**src/sv/uer_pkg.sv**
```systemverilog
// ----------------------------------------------------------------------------
// Echo ranger package
// Shared widths, register indexes, frame control bundle and the tick to
// centimetre conversion.
// ----------------------------------------------------------------------------
`default_nettype none

package uer_pkg;

  localparam int unsigned CNT_W  = 11;  // frame counter and echo timing
  localparam int unsigned TRIG_W = 8;   // trigger_end register
  localparam int unsigned DIST_W = 9;   // distance in cm
  localparam int unsigned ECHO_W = 2;   // echo pins carried per tick
  localparam int unsigned CFG_W  = 11;  // widest register
  localparam int unsigned IDX_W  = 2;

  localparam logic [CFG_W-1:0] TRIG_END_RST = CFG_W'(2);
  localparam logic [CFG_W-1:0] WIN_END_RST  = CFG_W'(1900);
  localparam logic [CFG_W-1:0] PERIOD_RST   = CFG_W'(2000);

  // floor(w*17/100) as w*ceil(17*2^22/100) >> 22, exact for all 11-bit w
  localparam int unsigned    MUL_W    = 20;
  localparam int unsigned    CM_SHIFT = 22;
  localparam int unsigned    PROD_W   = CNT_W + MUL_W;
  localparam logic [MUL_W-1:0] CM_MUL = MUL_W'(713032);

  typedef enum logic [IDX_W-1:0] {
    REG_TRIGGER_END = 2'd0,
    REG_WINDOW_END  = 2'd1,
    REG_PERIOD_TOP  = 2'd2
  } uer_reg_e;

  // per-tick frame decode handed to every sensor channel
  typedef struct packed {
    logic             clear;    // count hits trigger_end
    logic             measure;  // trigger_end <= count < window_end
    logic             timeout;  // count hits window_end
    logic [CNT_W-1:0] count;
  } uer_frame_t;

  function automatic logic [DIST_W-1:0] width_to_cm(input logic [CNT_W-1:0] ticks);
    logic [PROD_W-1:0] prod;
    prod = PROD_W'(ticks) * PROD_W'(CM_MUL);
    return prod[CM_SHIFT +: DIST_W];
  endfunction

endpackage

`default_nettype wire

```
**src/sv/uer_sensor.sv**
```systemverilog
// ----------------------------------------------------------------------------
// Echo ranger sensor channel
// Times one echo pulse per frame and holds the last distance and its flag.
// ----------------------------------------------------------------------------
`default_nettype none

module uer_sensor (
  input  wire logic                       clk_i,
  input  wire logic                       rst_ni,
  input  wire logic                       en_i,
  input  wire uer_pkg::uer_frame_t        frame_i,
  input  wire logic                       echo_i,
  output logic [uer_pkg::DIST_W-1:0]      range_o,
  output logic                            valid_o
);

  logic                       seen_q, seen_d;
  logic                       ended_q, ended_d;
  logic [uer_pkg::CNT_W-1:0]  start_q, start_d;
  logic [uer_pkg::DIST_W-1:0] range_q, range_d;
  logic                       valid_q, valid_d;
  logic [uer_pkg::CNT_W-1:0]  width;

  assign width = frame_i.count - start_q;  // wraps mod 2048

  always_comb begin
    seen_d  = frame_i.clear ? 1'b0 : seen_q;
    ended_d = frame_i.clear ? 1'b0 : ended_q;
    start_d = start_q;
    range_d = range_q;
    valid_d = valid_q;
    if (frame_i.measure) begin
      if (!seen_d) begin
        if (echo_i) begin
          seen_d  = 1'b1;
          start_d = frame_i.count;
        end
      end else if (!ended_d && !echo_i) begin
        ended_d = 1'b1;
        range_d = uer_pkg::width_to_cm(width);
        valid_d = 1'b1;
      end
    end
    // no falling edge inside the window: timeout
    if (frame_i.timeout && !ended_d) begin
      range_d = '0;
      valid_d = 1'b0;
    end
  end

  always_ff @(posedge clk_i or negedge rst_ni) begin
    if (!rst_ni) begin
      seen_q  <= 1'b0;
      ended_q <= 1'b0;
      start_q <= '0;
      range_q <= '0;
      valid_q <= 1'b0;
    end else if (en_i) begin
      seen_q  <= seen_d;
      ended_q <= ended_d;
      start_q <= start_d;
      range_q <= range_d;
      valid_q <= valid_d;
    end
  end

  assign range_o = range_q;
  assign valid_o = valid_q;

endmodule

`default_nettype wire

```
**src/sv/ultrasonic_echo_ranger_core.sv**
```systemverilog
// ----------------------------------------------------------------------------
// Ultrasonic echo ranger core
// Frame timer, shared trigger and per-sensor echo timing for pulse-echo
// range sensors, one 10 us tick per request.
// ----------------------------------------------------------------------------
// Each input request is one 10 us tick carrying the echo pin levels; each
// tick yields exactly one result request with the trigger drive, the latest
// distance and valid flag of sensors 0 and 1, and a frame_done strobe on the
// tick the measurement window closes. Throughput is one tick per clock cycle
// and a result is ready in the cycle after its tick: the whole update (frame
// decode, echo edge detection, one constant multiply for the cm conversion)
// sits before the state registers, which double as the result register.
// A new tick is taken whenever the result slot is empty or being drained.
// Distances are floor(ticks*17/100) cm, 0 with valid low after a timeout.
// Registers (cfg_idx_i): 0 trigger_end, 1 window_end, 2 period_top; other
// indexes are ignored. Write them only while the block is idle.
// ----------------------------------------------------------------------------
`default_nettype none

module ultrasonic_echo_ranger_core #(
  parameter int unsigned NUM_SENSORS = 2   // 1 to 8
) (
  input  wire logic                        clk_i,
  input  wire logic                        rst_ni,
  // configuration writes
  input  wire logic                        cfg_we_i,
  input  wire logic [uer_pkg::IDX_W-1:0]   cfg_idx_i,
  input  wire logic [uer_pkg::CFG_W-1:0]   cfg_wdata_i,
  // tick stream in
  input  wire logic                        s_axis_tvalid,
  output logic                             s_axis_tready,
  input  wire logic [7:0]                  s_axis_tdata,  // [1:0] echo_levels, zero pad
  // result stream out
  output logic                             m_axis_tvalid,
  input  wire logic                        m_axis_tready,
  // [0] trigger, [9:1] distance_0, [10] valid_0, [19:11] distance_1,
  // [20] valid_1, [21] frame_done, [23:22] zero
  output logic [23:0]                      m_axis_tdata
);

  localparam int unsigned CNT_W  = uer_pkg::CNT_W;
  localparam int unsigned DIST_W = uer_pkg::DIST_W;

  // configuration
  logic [uer_pkg::TRIG_W-1:0] trig_end_q;
  logic [CNT_W-1:0]           win_end_q;
  logic [CNT_W-1:0]           period_q;

  always_ff @(posedge clk_i or negedge rst_ni) begin
    if (!rst_ni) begin
      trig_end_q <= uer_pkg::TRIG_W'(uer_pkg::TRIG_END_RST);
      win_end_q  <= CNT_W'(uer_pkg::WIN_END_RST);
      period_q   <= CNT_W'(uer_pkg::PERIOD_RST);
    end else if (cfg_we_i) begin
      case (cfg_idx_i)
        uer_pkg::REG_TRIGGER_END: trig_end_q <= cfg_wdata_i[uer_pkg::TRIG_W-1:0];
        uer_pkg::REG_WINDOW_END:  win_end_q  <= cfg_wdata_i[CNT_W-1:0];
        uer_pkg::REG_PERIOD_TOP:  period_q   <= cfg_wdata_i[CNT_W-1:0];
        default: ;
      endcase
    end
  end

  // handshake: result slot frees as it is taken
  logic out_valid_q;
  logic accept;

  assign s_axis_tready = !out_valid_q || m_axis_tready;
  assign accept        = s_axis_tvalid && s_axis_tready;

  always_ff @(posedge clk_i or negedge rst_ni) begin
    if (!rst_ni) begin
      out_valid_q <= 1'b0;
    end else if (s_axis_tready) begin
      out_valid_q <= s_axis_tvalid;
    end
  end

  // frame timer and decode
  logic [CNT_W-1:0]    count_q, count_d;
  logic [CNT_W-1:0]    trig_end_ext;
  logic                trig_d, trig_q;
  logic                done_d, done_q;
  uer_pkg::uer_frame_t frame;

  assign trig_end_ext  = CNT_W'(trig_end_q);
  assign trig_d        = count_q < trig_end_ext;
  assign done_d        = count_q == win_end_q;
  assign frame.clear   = count_q == trig_end_ext;
  assign frame.measure = (count_q >= trig_end_ext) && (count_q < win_end_q);
  assign frame.timeout = done_d;
  assign frame.count   = count_q;
  assign count_d       = (count_q >= period_q) ? '0 : count_q + CNT_W'(1);

  always_ff @(posedge clk_i or negedge rst_ni) begin
    if (!rst_ni) begin
      count_q <= '0;
      trig_q  <= 1'b0;
      done_q  <= 1'b0;
    end else if (accept) begin
      count_q <= count_d;
      trig_q  <= trig_d;
      done_q  <= done_d;
    end
  end

  // sensor channels
  logic [NUM_SENSORS-1:0][DIST_W-1:0] range;
  logic [NUM_SENSORS-1:0]             valid;

  for (genvar g = 0; g < NUM_SENSORS; g++) begin : g_sensor
    logic echo;
    if (g < uer_pkg::ECHO_W) begin : g_pin
      assign echo = s_axis_tdata[g];
    end else begin : g_nopin
      assign echo = 1'b0;  // no pin in the stream: echo always low
    end
    uer_sensor u_sensor (
      .clk_i   (clk_i),
      .rst_ni  (rst_ni),
      .en_i    (accept),
      .frame_i (frame),
      .echo_i  (echo),
      .range_o (range[g]),
      .valid_o (valid[g])
    );
  end

  logic [DIST_W-1:0] dist_1;
  logic              valid_1;

  if (NUM_SENSORS > 1) begin : g_two
    assign dist_1  = range[1];
    assign valid_1 = valid[1];
  end else begin : g_one
    assign dist_1  = '0;
    assign valid_1 = 1'b0;
  end

  assign m_axis_tvalid = out_valid_q;
  assign m_axis_tdata  = {2'b00, done_q, valid_1, dist_1, valid[0], range[0], trig_q};

  // checks
  a_no_accept_on_stall: assert property (@(posedge clk_i) disable iff (!rst_ni)
    accept |-> !(out_valid_q && !m_axis_tready))
    else $error("tick taken while result stalled");

  a_zero_when_invalid: assert property (@(posedge clk_i) disable iff (!rst_ni)
    (range[0] != '0) |-> valid[0])
    else $error("non-zero distance without valid");

  a_wrap: assert property (@(posedge clk_i) disable iff (!rst_ni)
    (accept && (count_q >= period_q)) |=> (count_q == '0))
    else $error("frame counter failed to wrap");

  a_done: assert property (@(posedge clk_i) disable iff (!rst_ni)
    (accept && (count_q == win_end_q)) |=> (done_q && out_valid_q))
    else $error("window close not flagged");

endmodule

`default_nettype wire

```
**config.mk**
```make
export PLATFORM = sky130hd
export DESIGN_NAME = ultrasonic_echo_ranger_core
export DESIGN_NICKNAME = d
export VERILOG_FILES = /design/src/sv/uer_pkg.sv /design/src/sv/uer_sensor.sv /design/src/sv/ultrasonic_echo_ranger_core.sv
export SDC_FILE = /design/constraint.sdc
export NUM_CORES = 1
export LEC_CHECK = 0
export BUFFER_PORTS_ARGS = -buffer_cell sky130_fd_sc_hd__buf_2
export CORE_MARGIN = 1.5
export CORE_UTILIZATION = 50
export CTS_BUF_LIST = sky130_fd_sc_hd__clkbuf_16
export CTS_CLUSTER_SIZE = 40
export DETAILED_ROUTE_END_ITERATION = 16
export HOLD_SLACK_MARGIN = 0.06
export PLACE_DENSITY = 0.7
export SYNTH_ARGS = -nofsm -noshare
export SYNTH_HDL_FRONTEND = slang
export SYNTH_SLANG_ARGS = --single-unit
```
**constraint.sdc**
```tcl
create_clock -name clk_i -period 7.5 [get_ports clk_i]
set_clock_uncertainty 0.1 [all_clocks]
set_input_delay 1.875 -clock clk_i [delete_from_list [all_inputs] [get_ports clk_i]]
set_output_delay 1.875 -clock clk_i [all_outputs]
set_load 0.01 [all_outputs]
```
==> results.tsv <==
stage	metric	value	unit
worst_setup_path	required time worst endpoint	7.63	ns
clocking	H-tree depth	3	
global_route	vias in the first global route	7779	
global_route	initial antenna violation count	0	
worst_setup_path	worst-path maximum fanout	5	
floorplanning	# IOs	52	
placed_design	hpwl dp	17990	µm
worst_setup_path	critical path's slowest cell	fa_1	
layout	most frequent cells in the layout	inv_1, ha_1, dfrtp_1, fa_1, nand2_1	
sta	final setup fails	0	
yosys	Avg Cell Area, Syn	9.711	µm²
layout	filler cell count	1803	
sta	max-slew violation total from the final report	0	
yosys	#FFs+latches synth	90	
detailed_routing	Pre-antenna DRT Iters	5	
clocking	Sink Count	90	
global_route	first-pass GRT wire length	37030	µm
placed_design	Cell Area, Placed	11110	µm²
global_route	largest net degree at the start of global routing	59	
floorplanning	row cnt	52	
detailed_routing	Vias	7598	
sta	slew at the pin closest to its max-slew limit	1.016	ns
worst_setup_path	worst stage delay on the critical path	0.54	ns
detailed_routing	Vias per Instance	5.373	
worst_setup_path	crit path DAT	7.30	ns
yosys	Mapped Area	10490	µm²
placed_design	Inst Count DP	1398	
layout	nets	1458	
clocking	Clk Latency, worst-skew pair	0.34	ns
floorplanning	Core ar.	20430	µm²
yosys	Synth Instances	1080	
sta	max frequency	139.5	MHz
detailed_routing	drt total wl	21640	µm
status	status	finished clean	
yosys	Yosys cell types	75	
placed_design	pre-CTS setup slack	0.2931	ns
floorplanning	Die ar.	21850	µm²
layout	layout cells sized above 1	12.85	%
floorplanning	Chip Width	147.8	µm
layout	synth-to-layout area growth	9.126	%
layout	ANT cells	0	
sta	final setup margin	0.3321	ns
worst_setup_path	Setup crit end kind	register	
yosys	sequential share of the synthesized area	21.64	%
sta	final number of hold-violating endpoints	0	
worst_setup_path	critical path launch point type	register	
min_path	Hold Crit Class	reg2reg	
yosys	EDFF count, synth	0	
sta	Max-slew headroom	31.76	%
clocking	clk slew on worst S/H paths	0.07	ns
yosys	Synth Flop Type	dfrtp_1	
clocking	Post-CTS Hold Buffers	0	
layout	post-route cell area	11440	µm²
sta	Tmin final	7.168	ns
clocking	Num CTS Buffers	9	
detailed_routing	Iter 0 DRT Violations	268	
detailed_routing	DRT antenna net count	0	
worst_setup_path	Setup CP Type	reg2reg	
placed_design	Port Buffers	43	
layout	register area	2270	µm²
detailed_routing	Wirelength per Cell	15.31	µm
clocking	CTS Root Cell	clkbuf_16	
layout	area taken by multi-input logic gates	7312	µm²
floorplanning	Initial Util	51.34	%
global_route	grt total ovfl	0	
detailed_routing	DRC	0	
yosys	Synth Warn #	0	
run	Max-cap violations	0	
sta	TNS Setup	0	ns
clocking	TritonCTS clock tree	done	
floorplanning	Die Y	147.8	µm
clocking	Max clock buf depth	2	
layout	commonest non-fill, non-tap cell in the layout	inv_1	
global_route	GRT Util Overall	20.86	%
placed_design	gpl congestion	0.8644	
sta	Final period util	95.57	%
yosys	ys async rst share	100.0	%
sta	RSZ-0062 raised after global routing	true	
layout	post-layout instance count excluding filler cells	1414	
## layer usage
layer,share of wire [%],GRT usage [%],up-vias
met3,2.7,2.500,33
met5,0,0,-
met1,48,27.88,3646
li1,-,-,3797
met4,2.2,6.485,0
met2,47,35.37,122
## cell usage after synthesis (11+ instances only)
cell | count | area [µm²]
mux2_2 | 33 | 371.6
o21ai_0 | 51 | 255.2
ha_1 | 219 | 2740
nand2_1 | 66 | 247.7
nand3_1 | 16 | 80.08
nand4_1 | 16 | 100.1
a21o_1 | 19 | 142.6
nor3_1 | 11 | 55.05
nor2_1 | 19 | 71.32
dfstp_2 | 14 | 367.9
fa_1 | 74 | 1481
a21oi_1 | 40 | 200.2
dfrtp_1 | 76 | 1902
xor2_1 | 13 | 113.9
xnor2_1 | 26 | 227.7
inv_1 | 221 | 829.6
## per-stage QoR
stage	util, %	hold slack (ns)
floorplan	-	0.3445
global placement	54.38	0.3551
detailed placement	54.38	0.3594
CTS	55.86	0.3760
global route	56.02	0.4048
finish	56.02	0.3719
## sequential cells by signal (all words and copies together) (netlist names)
name,flops
trig_end_q,8
g_sensor.u_sensor.range_o,18
count_q,11
m_axis_tvalid,1
g_sensor.u_sensor.start_q,22
g_sensor.u_sensor.ended_q,2
g_sensor.u_sensor.valid_o,2
done_q,1
g_sensor.u_sensor.seen_q,2
trig_q,1
period_q,11
win_end_q,11
## final cells by class
cell class                 instances  area share (%)
inverter                         222           7.281
clock inverter                     7          0.6669
clock buffer                       9           1.968
timing repair buffer              66           3.411
multi-input combinational        750           63.89
tap                              270           2.952
sequential                        90           19.83
## worst max-delay path, delay by kind of cell, from the launching register on
kind / cells / cell delay, ns
AOI/OAI and AO/OA: 9 / 1.85
and+or+nand+nor: 4 / 1.11
adders and majority gates: 8 / 3.01
xor gates and xnor gates: 1 / 0.15
buffers and inverters: 5 / 0.44
DFF: 1 / 0.38
## path summary, 6_finish.rpt
kind / startpoint / end / slack [ns] / cells after the start
setup / recovery: count_q[0] / g_sensor[1].u_sensor.range_o[7] / 0.33 / 27
hold / removal: g_sensor[1].u_sensor.range_o[6] / g_sensor[1].u_sensor.range_o[6] / 0.37 / 1
setup reg to reg: count_q[0] / g_sensor[1].u_sensor.range_o[7] / 0.33 / 27
hold reg to reg: g_sensor[1].u_sensor.range_o[6] / g_sensor[1].u_sensor.range_o[6] / 0.37 / 1
max in group asynchronous: rst_ni / count_q[2] / 4.86 / 2
min in group asynchronous: rst_ni / g_sensor[1].u_sensor.valid_o / 1.36 / 1
## logic make-up (layout without fill, tap and decap cells)
kind of cell	count (synthesis)	after routing	share of synthesized area, %
AOI/OAI and AO/OA	182	182	11.70
xor gates and xnor gates	41	41	3.627
adders and majority gates	293	293	40.25
buffers and inverters	241	304	8.996
DFF	90	90	21.64
muxes	35	35	3.758
other	1	2	0.03576
and+or+nand+nor	197	197	9.986
## what timing repair did
action	4_1_cts	5_1_grt
buffers inserted	0	0
resized for setup	0	5
setup endpoints to repair	0	4
endpoints found under the hold margin	0	0
Power is left out: the tool's default activity adds up to more than one toggle a clock period on the data nets, which glitch-free logic cannot reach.
